**src/rtl/core/bpa_pkg.sv**
```systemverilog
`timescale 1ns / 1ps
`default_nettype none

package bpa_pkg;

  localparam int WORD_BITS   = 64;
  localparam int OFF_W       = $clog2(WORD_BITS);
  localparam int PAGE_W      = 13;
  localparam int IDX_W       = 12;
  localparam int PAGE_MAX    = 8191;
  localparam int PAGES_RESET = 4096;

  localparam logic [1:0] MODE_ALLOC   = 2'd0;
  localparam logic [1:0] MODE_FREE    = 2'd1;
  localparam logic [1:0] MODE_RESERVE = 2'd2;

  localparam logic [1:0] STATUS_OK       = 2'd0;
  localparam logic [1:0] STATUS_NO_SPACE = 2'd1;
  localparam logic [1:0] STATUS_RANGE    = 2'd2;

  typedef struct packed {
    logic [1:0]        mode;
    logic [IDX_W-1:0]  page_index;
    logic [PAGE_W-1:0] page_count;
  } bpa_req_t;

  typedef struct packed {
    logic [IDX_W-1:0] start_page;
    logic [1:0]       status;
  } bpa_rsp_t;

  typedef enum logic [3:0] {
    OP_NONE,
    OP_CLEAR,
    OP_LOAD,
    OP_FREE_START,
    OP_FETCH,
    OP_SCAN,
    OP_MARK,
    OP_FREE,
    OP_RESULT
  } bpa_op_t;

  typedef struct packed {
    bpa_op_t    op;
    logic [1:0] res_status;
    logic       res_start;
  } bpa_cmd_t;

  typedef struct packed {
    logic [1:0] mode;
    logic       cnt_zero;
    logic       lf_ok;
    logic       idx_ok;
    logic       rsv_ok;
    logic       found;
    logic       scan_end;
    logic       word_cross;
    logic       mark_last;
    logic       free_last;
    logic       clr_last;
  } bpa_sts_t;

  // Count of zero bits below the lowest set bit; WORD_BITS when none is set.
  function automatic logic [OFF_W:0] ctz(input logic [WORD_BITS-1:0] x);
    logic [OFF_W:0] r;
    r = (OFF_W+1)'(WORD_BITS);
    for (int i = WORD_BITS - 1; i >= 0; i--) begin
      if (x[i]) begin
        r = (OFF_W+1)'(i);
      end
    end
    return r;
  endfunction

  // Ones from bit lo up to bit hi inclusive.
  function automatic logic [WORD_BITS-1:0] range_mask(input logic [OFF_W-1:0] lo,
                                                      input logic [OFF_W-1:0] hi);
    logic [WORD_BITS-1:0] a;
    logic [WORD_BITS-1:0] b;
    a = {WORD_BITS{1'b1}} << lo;
    b = {WORD_BITS{1'b1}} >> (OFF_W'(WORD_BITS - 1) - hi);
    return a & b;
  endfunction

endpackage

`default_nettype wire

```
**src/rtl/core/bpa_ctrl.sv**
```systemverilog
`timescale 1ns / 1ps
`default_nettype none

module bpa_ctrl (
  input  logic              clk,
  input  logic              rst,
  input  logic              req_valid,
  output logic              req_stall,
  output logic              rsp_valid,
  input  logic              rsp_stall,
  input  bpa_pkg::bpa_sts_t sts,
  output bpa_pkg::bpa_cmd_t cmd
);
  import bpa_pkg::*;

  typedef enum logic [3:0] {
    ST_CLEAR,
    ST_IDLE,
    ST_DECIDE,
    ST_FETCH_A,
    ST_SCAN,
    ST_FETCH_M,
    ST_MARK,
    ST_FETCH_F,
    ST_FREE,
    ST_DONE
  } state_t;

  state_t     state;
  logic [1:0] res_status;
  logic       res_start;
  logic       rsp_free;

  assign req_stall = (state != ST_IDLE);
  assign rsp_free  = !rsp_valid || !rsp_stall;

  always_comb begin
    cmd.res_status = res_status;
    cmd.res_start  = res_start;
    unique case (state)
      ST_CLEAR:   cmd.op = OP_CLEAR;
      ST_IDLE:    cmd.op = req_valid ? OP_LOAD : OP_NONE;
      ST_DECIDE:  cmd.op = (sts.mode == MODE_FREE && sts.idx_ok) ? OP_FREE_START : OP_NONE;
      ST_FETCH_A: cmd.op = OP_FETCH;
      ST_SCAN:    cmd.op = OP_SCAN;
      ST_FETCH_M: cmd.op = OP_FETCH;
      ST_MARK:    cmd.op = OP_MARK;
      ST_FETCH_F: cmd.op = OP_FETCH;
      ST_FREE:    cmd.op = OP_FREE;
      ST_DONE:    cmd.op = rsp_free ? OP_RESULT : OP_NONE;
      default:    cmd.op = OP_NONE;
    endcase
  end

  always_ff @(posedge clk) begin
    if (rst) begin
      state      <= ST_CLEAR;
      rsp_valid  <= 1'b0;
      res_status <= STATUS_OK;
      res_start  <= 1'b0;
    end else begin
      if (state == ST_DONE && rsp_free) begin
        rsp_valid <= 1'b1;
      end else if (rsp_valid && !rsp_stall) begin
        rsp_valid <= 1'b0;
      end
      unique case (state)
        ST_CLEAR: begin
          if (sts.clr_last) begin
            state <= ST_IDLE;
          end
        end
        ST_IDLE: begin
          if (req_valid) begin
            res_status <= STATUS_OK;
            res_start  <= 1'b0;
            state      <= ST_DECIDE;
          end
        end
        ST_DECIDE: begin
          unique case (sts.mode)
            MODE_ALLOC: begin
              if (sts.cnt_zero || !sts.lf_ok) begin
                res_status <= STATUS_NO_SPACE;
                state      <= ST_DONE;
              end else begin
                state <= ST_FETCH_A;
              end
            end
            MODE_FREE: begin
              if (!sts.idx_ok) begin
                res_status <= STATUS_RANGE;
                state      <= ST_DONE;
              end else begin
                state <= ST_FETCH_F;
              end
            end
            MODE_RESERVE: begin
              if (!sts.rsv_ok) begin
                res_status <= STATUS_RANGE;
                state      <= ST_DONE;
              end else if (sts.cnt_zero) begin
                state <= ST_DONE;
              end else begin
                state <= ST_FETCH_M;
              end
            end
            default: begin
              res_status <= STATUS_RANGE;
              state      <= ST_DONE;
            end
          endcase
        end
        ST_FETCH_A: state <= ST_SCAN;
        ST_SCAN: begin
          if (sts.found) begin
            res_start <= 1'b1;
            state     <= ST_FETCH_M;
          end else if (sts.scan_end) begin
            res_status <= STATUS_NO_SPACE;
            state      <= ST_DONE;
          end else if (sts.word_cross) begin
            state <= ST_FETCH_A;
          end
        end
        ST_FETCH_M: state <= ST_MARK;
        ST_MARK: begin
          state <= sts.mark_last ? ST_DONE : ST_FETCH_M;
        end
        ST_FETCH_F: state <= ST_FREE;
        ST_FREE: begin
          state <= sts.free_last ? ST_DONE : ST_FETCH_F;
        end
        ST_DONE: begin
          if (rsp_free) begin
            state <= ST_IDLE;
          end
        end
        default: state <= ST_IDLE;
      endcase
    end
  end

endmodule

`default_nettype wire

```
**config.mk**
```make
export PLATFORM = sky130hd
export DESIGN_NAME = bpa_ctrl
export DESIGN_NICKNAME = d
export VERILOG_FILES = /design/src/rtl/core/bpa_pkg.sv /design/src/rtl/core/bpa_ctrl.sv
export SDC_FILE = /design/constraint.sdc
export NUM_CORES = 1
export LEC_CHECK = 0
export BUFFER_PORTS_ARGS = -buffer_cell sky130_fd_sc_hd__buf_2
export CORE_MARGIN = 5
export CORE_UTILIZATION = 30
export CTS_CLUSTER_DIAMETER = 200
export DETAILED_ROUTE_END_ITERATION = 10
export PLACE_DENSITY = 0.63
export REMOVE_ABC_BUFFERS = 1
export SYNTH_ARGS = -nofsm -noshare
export SYNTH_HDL_FRONTEND = slang
export SYNTH_SLANG_ARGS = --single-unit
```
**constraint.sdc**
```tcl
create_clock -name clk -period 2.45 [get_ports clk]
set_input_delay 0.1225 -clock clk [delete_from_list [all_inputs] [get_ports clk]]
set_output_delay 0.1225 -clock clk [all_outputs]
set_load 0.05 [all_outputs]
```
# --- Word-level counts from Yosys, hierarchy flattened ---
# Index checks and enable logic that the tools add are counted.
word_totals:
  output_inout_bits: 9
  word_cells: 74
  in_bits: 16
  ff_bits: 8
classes:
  mux: 31
  n_eq_ne: 22
  reduce_logical: 17
op_table:
  columns: ["operator", "n"]
  rows:
  - ["two-way mux 4 bit", 13]
  - ["case mux 4 bit (10 select lines)", 1]
  - ["case mux 4 bit (8 select lines)", 1]
  - ["equality test 4 x 3 -> 1 bit (second input constant)", 4]
  - ["two-way mux 2 bit", 8]
  - ["!= test 2 bit (second input constant)", 6]
  - ["case mux 2 bit (3 select lines)", 2]
  - ["case mux 4 bit (3 select lines)", 1]
  - ["!= test 3 bit (second input constant)", 3]
  - ["equality test 4 x 2 -> 1 bit (second input constant)", 2]
  - ["equality test 4 bit (second input constant)", 2]
  - ["AND reduction 7 bit", 1]
  - ["equality test 4 x 1 -> 1 bit (second input constant)", 1]
  - ["logical NOT 4 bit", 1]
  - ["two-way mux 1 bit", 4]
  - ["!= test 4 x 1 -> 1 bit (second input constant)", 1]
  - ["!= test 4 bit (second input constant)", 1]
  - ["AND reduction 4 bit", 1]
  - ["nonzero test 2 bit", 2]
  - ["logical AND 1 bit", 3]
  - ["logical NOT 1 bit", 3]
  - ["AND reduction 3 bit", 1]
  - ["nonzero test 3 bit", 1]
  - ["OR reduction 3 bit", 1]
  - ["other kinds (5)", 6]

# --- Depth between registers and ports, before layout ---
# Gate-level depths: netlist of run 1.
depth:
  word_depth: 5
  depth_mapped: 6
  depth_no_buf: 4

# --- Worst setup path before layout of run 1 ---
# OpenSTA, ideal clock, no wires.
synth_timing:
  path_type: "register -> output"
  from: "register state[2]"
  to: "output port cmd[5] (netlist bit)"
  stages_incl_launch_ff: 5
  t_arrival_ns: 2.023
  t_required_ns: 2.328
  path_buffers: 2
  setup_slack_ns: 0.304
  path_cell_list: "dfxtp_1 > clkbuf_1 > clkbuf_1 > a21oi_1 > o21ai_0"
synth_lines:
  columns: ["item", "line_no", "text"]
  rows:
  - ["start, declared", "bpa_ctrl.sv:29", "state_t state;"]
  - ["start signal, assigned", "bpa_ctrl.sv:128", "state <= sts.mark_last ? ST_DONE : ST_FETCH_M;"]
  - ["start signal, assigned", "bpa_ctrl.sv:132", "state <= sts.free_last ? ST_DONE : ST_FETCH_F;"]
  - ["end, declared", "bpa_ctrl.sv:12", "output bpa_pkg::bpa_cmd_t cmd"]

# --- Worst setup path after layout of run 1 ---
layout_timing:
  from: "register state[3]"
  to: "register res_status[1]"
layout_between:
  elab_chain_cells: 3
  elab_cells_between_ends: 12
  classes_between: "eq/ne: 9; mux: 1; reduce/logical: 2"
layout_rtl:
  columns: ["item", "line_no", "text"]
  rows:
  - ["equality test 4 x 2 -> 1 bit (tied with other cells)", "bpa_ctrl.sv:67", "unique case (state)"]
  - ["!= test 3 bit (no line) (tied with other cells)", null, null]
  - ["AND reduction 7 bit (no line)", null, null]
  - ["end signal, assigned", "bpa_ctrl.sv:59", "res_status <= STATUS_OK;"]
  - ["end signal, assigned", "bpa_ctrl.sv:75", "res_status <= STATUS_OK;"]
  - ["end signal, assigned", "bpa_ctrl.sv:84", "res_status <= STATUS_NO_SPACE;"]
  - ["end, declared", "bpa_ctrl.sv:30", "logic [1:0] res_status;"]
# Several ways; a longest one is shown, not always the timed one.
# A chain may end at the register's enable or synchronous reset.

==> results of run 1 <==
## final timing paths
path | from | to | slack (ps) | depth (start not counted)
worst max-delay path | state[3]$_SDFFE_PP0P_ | res_status[1]$_SDFFE_PP0P_ | 530 | 4
worst max register to register | state[3]$_SDFFE_PP0P_ | res_status[1]$_SDFFE_PP0P_ | 530 | 4
worst min register to register | rsp_valid$_SDFFE_PP0P_ | rsp_valid$_SDFFE_PP0P_ | 480 | 2
worst min-delay path | rsp_stall | rsp_valid$_SDFFE_PP0P_ | 120 | 3
## area by class of cell
| type | instances | area (sq um) |
|---|---|---|
| multi-input cells | 73 | 480.5 |
| repair buffers | 27 | 142.6 |
| clock buffers | 3 | 22.52 |
| inverters | 2 | 7.507 |
| flip-flops and latches | 8 | 160.2 |
| fillers | 252 | 1385 |
| well taps | 28 | 35.03 |
## power by group through the flow
| stage | clock, mW | combinational, mW | sequential, mW |
|---|---|---|---|
| floorplan | 0 | 0.0606 | 0.146 |
| global placement | 0 | 0.100 | 0.143 |
| detailed placement | 0 | 0.101 | 0.143 |
| CTS | 0.116 | 0.102 | 0.140 |
| global route | 0.120 | 0.113 | 0.142 |
| finish | 0.111 | 0.102 | 0.141 |
## tightest hold or removal path, delay by kind of cell
family | cells | cell delay [ps]
compound gates | 1 | 50
buf+inv | 1 | 110
simple gates | 1 | 60
## registers in the layout, indices dropped and copies added (netlist names)
name / count
res_start: 1
res_status: 2
rsp_valid: 1
state: 4
## cells in the final DEF, fill, tap and decap left out, drive strengths merged, types with 2 or more instances in the layout
| cell | n |
|---|---|
| mux2i | 2 |
| o21ai | 6 |
| nand2 | 5 |
| nor2b | 3 |
| buf | 27 |
| or4 | 2 |
| nor4b | 4 |
| nand2b | 2 |
| nor3 | 4 |
| o31a | 2 |
| dfxtp | 8 |
| a31oi | 2 |
| clkbuf | 3 |
| inv | 2 |
| or4b | 3 |
| nor2 | 9 |
| o41ai | 2 |
| nand3 | 2 |
| a21oi | 9 |
| nand3b | 3 |
## cells in the mapped netlist, drive strengths merged
library cell / number / share of area [%]
a21oi: 9 / 6.4
nor2: 9 / 4.8
dfxtp: 8 / 23
buf: 6 / 5.2
o21ai: 6 / 4.3
clkbuf: 5 / 2.7
nand2: 5 / 2.7
nor3: 4 / 2.8
nor4b: 4 / 5.9
nand3b: 3 / 3.2
nor2b: 3 / 2.7
or4b: 3 / 4.8
a31oi: 2 / 1.8
inv: 2 / 1.1
mux2i: 2 / 2.8
nand2b: 2 / 1.8
nand3: 2 / 1.4
o31a: 2 / 2.5
o41ai: 2 / 2.5
or4: 2 / 2.1
a211oi: 1 / 1.1
a21o: 1 / 1.1
a221oi: 1 / 1.2
a2bb2oi: 1 / 1.2
and3b: 1 / 1.2
mux2: 1 / 2.1
nor3b: 1 / 1.1
o211a: 1 / 1.4
o211ai: 1 / 1.1
o21bai: 1 / 1.1
o31ai: 1 / 1.1
or2: 1 / 0.89
xnor2: 1 / 1.2
## routing by layer
metal	share of wire (%)	track usage [%]
met1	47	15.26
met2	43	20.10
met3	8.9	5.482
met4	1.3	4.305
met5	0	0
## cell families after synthesis
| kind of cell | count (synthesis) | share of synthesized area [%] |
|---|---|---|
| and+or+nand+nor | 40 | 35.41 |
| muxes | 3 | 4.982 |
| buffers and inverters | 13 | 8.898 |
| AOI/OAI and AO/OA | 29 | 26.69 |
| DFF | 8 | 22.78 |
| xor gates and xnor gates | 1 | 1.246 |
==> impl_metrics.csv, run 1 <==
group,metric,value,unit
status,status,"complete, no violations",
die,std_cell_rows,17,
placement,place_congestion,0.8795,
critical_path,cp.required,2600,ps
pwr,pwr-share-seq,39.8,%
critical_path,endpoint_kind,"flip-flop",
sta,hold_viol_final,0,
global_routing,first_global_vias,767,
pwr,combPwrFrac,28.8,%
clock_tree,cts_sinks,8,
placement,io_buffers,24,
critical_path,arrival,2070,ps
yosys,synthCells,94,
final_layout,area_growth,20.64,%
pwr,clockPowerShare,31.4,%
critical_path,start_kind,"flip-flop",
sta,relSlewSlack,60.83,%
pwr,p_total,353.5,uW
clock_tree,post_cts_buffers,0,
critical_path,crit_family,"simple AND/OR/NAND/NOR gates",
sta,finalSetupViolCount,0,
pwr,swShare,35.34,%
die,dieArea,3412,sq um
sta,drv_slew,0,
sta,finalCriticalPeriod,1924,ps
detailed_routing,drt_iter0_markers,14,
clock_tree,htree_levels,1,
placement,place_area,825.8,sq um
detailed_routing,drc_errors,0,
placement,dpl.cell_count,138,
clock_tree,numCtsBuffers,3,
sta,skew,11.66,ps
yosys,synth-seq-area-share,22.78,%
sta,period_share,78.52,%
critical_path,crit_buf_inv,0,
sta,setup_tns,0,ps
sta,setup_ws,526.3,ps
placement,post-place-ws,559.5,ps
sta,rsz0062_at_grt,"no",
detailed_routing,ant_nets,0,
global_routing,grt_max_degree,20,
critical_path,critPathKind,"flip-flop to flip-flop",
final_layout,antenna_cells,0,
die,die_width,58.42,microns
yosys,syn_avg_cell_area,7.481,sq um
placement,post-dp-hpwl,1.471,mm
clock_tree,clkLatencyLatePin,270,ps
detailed_routing,first_pass_iters,4,
pwr,p_leak,0.3597,nW
final_layout,final_core_util,37.98,%
pwr,ir_worst_vdd,0.2377,mV
global_routing,gr-total-overflow,0,
sta,whs,123.9,ps
sta,max_freq,519.8,MHz
final_layout,fin_area,848.3,sq um
clock_tree,cts_root_buffer,"clkbuf_4",
clock_tree,clock_path_buffers,2,
final_layout,nNetsFinal,131,
job,cap_violations,0,
yosys,syn-cell-area,703.2,sq um
die,start_util,31.48,%
final_layout,drive_gt1_share,29.20,%
clock_tree,clk_pin_slew,70,ps
detailed_routing,vias,779,
yosys,yosysWarnings,0,
global_routing,grt_use_total,12.68,%
hold_path,holdCritPathClass,"primary input to flip-flop",
die,core-area,2233,sq um
final_layout,finalNonFillerCells,141,
yosys,ys_seq_elements,8,
sta,worst_slew_pin_slew,579.4,ps
critical_path,cpMaxStageDelayCell,"or4b_4",
global_routing,antenna_found_initial,0,
detailed_routing,drt-total-wl,1.927,mm
clock_tree,cts_tree,"built",
global_routing,grt_pass1_wl,3.374,mm
clock_tree,cts_hold_buf,0,
pwr,p_int,228.6,uW
detailed_routing,routed_via_density,5.525,
pwr,power_density,416.7,nW/um^2
die,die_y,58.42,microns
critical_path,critical_path.cell_chain,"or4b_4, nor4b_2, o21ai_1, mux2_4",
clock_tree,cts_resized,0,
critical_path,slowest_delay,640,ps
pwr,p_sw,124.9,uW
die,boundaryPins,25,
detailed_routing,wire_per_inst,13.67,microns
yosys,synthDistinctLibCells,39,
critical_path,cp_max_fo,19,
Note: power is estimated with default switching activity, not from simulation.
==> inputs of run 2 (changes only) <==
--- a/config.mk
+++ b/config.mk
@@ -10,7 +10,7 @@
 export CORE_UTILIZATION = 30
 export CTS_CLUSTER_DIAMETER = 200
 export DETAILED_ROUTE_END_ITERATION = 10
-export PLACE_DENSITY = 0.63
+export PLACE_DENSITY = 0.65
 export REMOVE_ABC_BUFFERS = 1
 export SYNTH_ARGS = -nofsm -noshare
 export SYNTH_HDL_FRONTEND = slang
==> constraint.sdc (replaced) <==
create_clock -name clk -period 1.6 [get_ports clk]
set_input_delay 0.08 -clock clk [delete_from_list [all_inputs] [get_ports clk]]
set_output_delay 0.08 -clock clk [all_outputs]
set_load 0.05 [all_outputs]
==> impl_metrics.csv, run 2 (synthesized netlist as in run 1, its figures left out) <==
group,metric,value,unit
detailed_routing,wire_per_inst,13.65,microns
critical_path,arrival,1780,ps
sta,finalCriticalPeriod,1640,ps
final_layout,fin_area,1027,sq um
pwr,ir_worst_vdd,0.3213,mV
detailed_routing,vias,825,
die,core-area,2233,sq um
sta,period_share,102.5,%
sta,max_freq,609.9,MHz
sta,worst_slew_pin_slew,330.6,ps
detailed_routing,drc_errors,0,
pwr,swShare,33.42,%
final_layout,nNetsFinal,143,
final_layout,reg_top3,"state (4), res_status (2)",
clock_tree,clkLatencyLatePin,260,ps
critical_path,start_kind,"flip-flop",
status,failed_checks,"negative setup slack",
global_routing,grtUsageMet3,4.386,%
pwr,power_density,554.5,nW/um^2
clock_tree,numCtsBuffers,3,
placement,place_congestion,0.8561,
die,dieArea,3412,sq um
final_layout,drive_gt1_share,44.80,%
sta,finalSetupViolCount,2,
critical_path,slowest_delay,560,ps
final_layout,fill_cells,226,
critical_path,endpoint_kind,"flip-flop",
clock_tree,cts_sinks,8,
die,die_y,58.42,microns
critical_path,crit_buf_inv,0,
die,boundaryPins,25,
die,start_util,31.48,%
clock_tree,clk_pin_slew,50,ps
status,status,"finished, violations left",
critical_path,critPathKind,"flip-flop to flip-flop",
placement,post-dp-hpwl,1.569,mm
final_layout,final_core_util,45.99,%
global_routing,grt_use_met1,16.25,%
global_routing,grt_max_degree,16,
detailed_routing,first_pass_iters,4,
sta,drv_slew,0,
detailed_routing,drt-total-wl,2.088,mm
pwr,combPwrFrac,35.3,%
clock_tree,clock_path_buffers,2,
sta,skew,9.464,ps
pwr,p_int,379.2,uW
global_routing,grt_busiest_layer,"met2",
pwr,p_sw,190.4,uW
global_routing,antenna_found_initial,0,
critical_path,cp_max_fo,4,
critical_path,critical_path.cell_chain,"or4b_4, nor4b_4, o21ai_2, mux2_4",
final_layout,multiInputGateArea,528.0,sq um
final_layout,antenna_cells,0,
pwr,p_total,569.6,uW
job,cap_violations,0,
placement,place_area,900.9,sq um
sta,hold_viol_final,0,
final_layout,seqCellArea,163.9,sq um
pwr,pwr-share-seq,36.9,%
clock_tree,htree_levels,1,
die,std_cell_rows,17,
detailed_routing,drt_iter0_markers,16,
clock_tree,cts_tree,"built",
final_layout,top_register,"state",
final_layout,largest_reg_flops,4,
sta,setup_ws,-39.68,ps
final_layout,area_growth,46.09,%
detailed_routing,routed_via_density,5.392,
global_routing,first_global_vias,755,
global_routing,use_met2,18.98,%
critical_path,crit_family,"simple AND/OR/NAND/NOR gates",
global_routing,grt_use_total,12.57,%
critical_path,cpMaxStageDelayCell,"or4b_4",
clock_tree,cts_hold_buf,0,
hold_path,holdCritPathClass,"primary input to flip-flop",
die,die_width,58.42,microns
clock_tree,cts_root_buffer,"clkbuf_4",
pwr,clockPowerShare,27.8,%
sta,relSlewSlack,77.90,%
global_routing,grt_pass1_wl,3.312,mm
placement,io_buffers,24,
global_routing,gr-total-overflow,0,
pwr,p_leak,0.4459,nW
critical_path,cp.required,1740,ps
final_layout,final_common_cell,"buf_2",
detailed_routing,ant_nets,0,
sta,rsz0062_at_grt,"yes",
final_layout,final_cell_mix,"buf_2, buf_4, a21oi_1, nor2_1, dfxtp_1",
-- run 2: changes by cell type in the layout (fill, tap and decap cells not counted), moves of 2 or more --
| cell | previous run | this run |
|---|---|---|
| o21ai_2 | 0 | 2 |
| buf_6 | 0 | 4 |
| buf_2 | 24 | 20 |
| dfxtp_2 | 0 | 3 |
| dfxtp_1 | 8 | 5 |
| buf_4 | 3 | 14 |
-- run 2: worst register-to-register path, stage by stage (launching register included) --
cell and delay, ps:
dfxtp_2 330, or4b_4 560, nor4b_4 240, o21ai_2 100
mux2_4 300
-- run 2: area by class of cell --
class / count / area share (%)
Multi-Input combinational cell: 73 / 51.40
Inverter: 2 / 0.7308
Clock buffer: 3 / 2.192
Sequential cell: 8 / 15.96
Tap cell: 28 / 3.410
Timing Repair Buffer: 39 / 26.31
-- run 2: per-layer routing --
layer,up-vias,wire [microns]
li1,413,-
met1,379,917
met2,28,1003
met3,5,138
met4,0,27
met5,-,0
-- run 2: path summary, 6_finish.rpt --
check        slack, ps                          to  cells past startpoint              startpoint
max                -40  res_status[1]$_SDFFE_PP0P_                      4   state[3]$_SDFFE_PP0P_
min                100      rsp_valid$_SDFFE_PP0P_                      3               rsp_stall
max reg2reg        -40  res_status[1]$_SDFFE_PP0P_                      4   state[3]$_SDFFE_PP0P_
min reg2reg        460      res_start$_SDFFE_PP0P_                      2  res_start$_SDFFE_PP0P_
-- run 2: per-stage QoR --
step	std cells	TNS [ps]	hold slack [ps]	setup WS, ps
3_5_place_dp	148	-161.1	355.6	-99.37
4_1_cts	152	-96.33	82.07	-65.10
2_1_floorplan	83	-1799	149.1	-547.6
5_1_grt	153	-308.8	104.1	-93.84
3_3_place_gp	148	-176.1	350.3	-109.7
6_report	153	-51.87	98.09	-39.68
-- run 2: power groups by stage --
| stage | registers [mW] | clock network, mW | logic (mW) |
|---|---|---|---|
| finish | 0.210 | 0.158 | 0.201 |
| global route | 0.210 | 0.170 | 0.220 |
| CTS | 0.208 | 0.168 | 0.186 |
| detailed placement | 0.212 | 0 | 0.178 |
| global placement | 0.212 | 0 | 0.178 |
| floorplan | 0.224 | 0 | 0.0928 |
-- run 2: timing repair --
action,4_1_cts,5_1_grt
gates resized for setup,11,16
cloned,0,0
pin swaps,1,2
setup endpoints to repair,6,7
buffers inserted,1,1
==> inputs of run 3 (changes only) <==
--- a/config.mk
+++ b/config.mk
@@ -5,6 +5,7 @@
 export SDC_FILE = /design/constraint.sdc
 export NUM_CORES = 1
 export LEC_CHECK = 0
+export ABC_AREA = 1
 export BUFFER_PORTS_ARGS = -buffer_cell sky130_fd_sc_hd__buf_2
 export CORE_MARGIN = 5
 export CORE_UTILIZATION = 30
==> impl_metrics.csv, run 3 <==
group,metric,value,unit
final_layout,area_growth,29.26,%
pwr,ir_worst_vdd,0.7311,mV
yosys,ys.flop_type,"dfxtp_1",
sta,skew,9.358,ps
placement,io_buffers,24,
clock_tree,clock_path_buffers,2,
global_routing,use_met2,18.66,%
final_layout,drive_gt1_share,33.33,%
critical_path,rr_endpoint,"state[0]$_SDFFE_PP0P_",
global_routing,grt_max_degree,8,
yosys,yosysTopAreaCellShare,22.70,%
critical_path,endpoint_kind,"output pin",
detailed_routing,routed_via_density,4.702,
critical_path,cpMaxStageDelayCell,"dfxtp_4",
final_layout,final_cell_mix,"nand2_1, buf_2, nand3_1",
detailed_routing,ant_nets,0,
yosys,synthCells,122,
clock_tree,cts_tree,"built",
sta,rsz0062_at_grt,"yes",
yosys,async_reset_ff_share,0,%
clock_tree,clkLatencyLatePin,250,ps
die,boundaryPins,25,
detailed_routing,first_pass_iters,4,
placement,post-place-ws,195.3,ps
detailed_routing,wire_per_inst,10.78,microns
yosys,syn-cell-area,705.7,sq um
yosys,ys_seq_elements,8,
sta,finalCriticalPeriod,1559,ps
critical_path,r2r-start,"state[3]$_SDFFE_PP0P_",
critical_path,reg2reg_slack,300,ps
pwr,p_leak,0.4904,nW
sta,drv_slew,0,
critical_path,cp_max_fo,4,
yosys,synth_top_area_cell,"dfxtp_1",
critical_path,reg2regPathDepth,8,
die,die_y,58.50,microns
global_routing,grt_busiest_layer,"met2",
yosys,synth_area_leaders,"dfxtp_1, nand2_1, nand3_1",
critical_path,cp.required,1520,ps
global_routing,antenna_found_initial,0,
sta,setup_tns,0,ps
final_layout,nNetsFinal,168,
sta,max_freq,641.5,MHz
critical_path,crit_buf_inv,3,
status,status,"complete, no violations",
placement,post-dp-hpwl,1.588,mm
clock_tree,clk_pin_slew,60,ps
yosys,synthDistinctLibCells,19,
clock_tree,numCtsBuffers,3,
die,start_util,31.60,%
final_layout,reg_top3,"state (4), res_status (2)",
die,core-area,2233,sq um
sta,whs,37.48,ps
die,die_width,58.50,microns
sta,hold_viol_final,0,
sta,relSlewSlack,82.10,%
die,dieArea,3422,sq um
detailed_routing,drt_iter0_markers,38,
detailed_routing,drt-total-wl,1.919,mm
global_routing,grt_pass1_wl,3.243,mm
hold_path,whs_endpoint,"state[1]$_SDFFE_PP0P_",
critical_path,crit_start,"state[1]$_SDFFE_PP0P_",
critical_path,slowest_delay,380,ps
hold_path,holdCritPathClass,"primary input to flip-flop",
global_routing,grtUsageMet3,2.193,%
global_routing,grt_use_met1,15.84,%
die,std_cell_rows,17,
clock_tree,cts_root_buffer,"clkbuf_4",
job,cap_violations,0,
yosys,synth-edff-count,0,
global_routing,grt_use_total,12.07,%
detailed_routing,drc_errors,0,
final_layout,antenna_cells,0,
clock_tree,htree_levels,1,
final_layout,final_common_cell,"nand2_1",
sta,period_share,97.43,%
global_routing,gr-total-overflow,0,
critical_path,crit_family,"flip-flops",
yosys,yosys-top-cells-count,"nand2_1, nand3_1, nor2_1, inv_1, dfxtp_1",
yosys,yosysMostFrequentCell,"nand2_1",
global_routing,first_global_vias,759,
critical_path,start_kind,"flip-flop",
critical_path,critical_path.cell_chain,"inv_2, nor2_4, nand2_2, inv_2, nand2_1, a21oi_1, buf_4",
critical_path,cpMostUsedCell,"inv_2",
sta,worst_slew_pin_slew,266.9,ps
critical_path,arrival,1480,ps
yosys,yosysWarnings,0,
clock_tree,cts_sinks,8,
hold_path,min_path_cells,2,
yosys,synth-seq-area-share,22.70,%
hold_path,min_from,"rst",
yosys,syn_avg_cell_area,5.784,sq um
final_layout,largest_reg_flops,4,
placement,place_congestion,0.8541,
critical_path,critPathKind,"flip-flop to output pin",
detailed_routing,vias,837,
sta,finalSetupViolCount,0,
pwr,power_density,1373,nW/um^2
final_layout,top_register,"state",
sta,setup_ws,41.04,ps
==> run 3: changes by cell type after synthesis, moves of 4 or more <==
cell,change
nor2_1,+6
nand2_1,+30
nor2_2,+4
inv_1,+11
clkbuf_1,-5
inv_2,+5
nor3_1,-4
nor2_4,+4
nand3_1,+15
==> run 3: per-stage QoR <==
step	instance area (sq um)	power [mW]	util [%]	std cells
floorplan	698.2	0.8877	-	121
global placement	853.3	1.051	38.21	173
detailed placement	853.3	1.052	38.21	173
CTS	884.6	1.230	39.61	176
global route	912.1	1.351	40.84	178
finish	912.1	1.252	40.84	178
==> run 3: worst max path at each step <==
stage	to	depth (start not counted)
after CTS	cmd[3]	6
after global placement	cmd[3]	7
after detailed placement	cmd[3]	7
after floorplan	cmd[5]	3
after global routing	cmd[3]	7
final	cmd[3]	7
==> run 3: what timing repair did <==
action | CTS | global route
gates cloned | 0 | 0
buffers inserted | 0 | 2
pin swaps | 0 | 1
resized for setup | 4 | 5
hold buffers | 0 | 0
setup endpoints to repair | 3 | 4
==> run 3: cell families after synthesis <==
kind of cell	share of synthesized area, %
flops	22.69
compound gates	10.28
simple gates	56.38
buf+inv	10.64
==> run 3: layout make-up <==
class | instances | area [sq um]
fill | 241 | 1321
multi-input combinational | 95 | 478.0
sequential | 8 | 166.4
timing repair buffer | 26 | 142.6
inverter | 18 | 67.56
tap | 28 | 35.03
clock buffer | 3 | 22.52
==> run 3: metal layers <==
layer	up-vias	wire length, microns	share of wire, %
li1	449	-	-
met1	350	874	46
met2	34	892	46
met3	4	131	6.8
met4	0	20	1.0
met5	-	0	0
==> run 3: power breakdown <==
group / internal [mW] / total [mW] / switching, mW
Sequential: 0.252 / 0.306 / 0.0535
Clock: 0.0857 / 0.153 / 0.0672
Combinational: 0.236 / 0.794 / 0.558
Total: 0.574 / 1.25 / 0.678
==> run 3: worst register-to-register path, delay by kind of cell, from the launching register on <==
family / cells / cell delay [ps]
buf+inv: 1 / 120
flops: 1 / 350
simple gates: 7 / 710
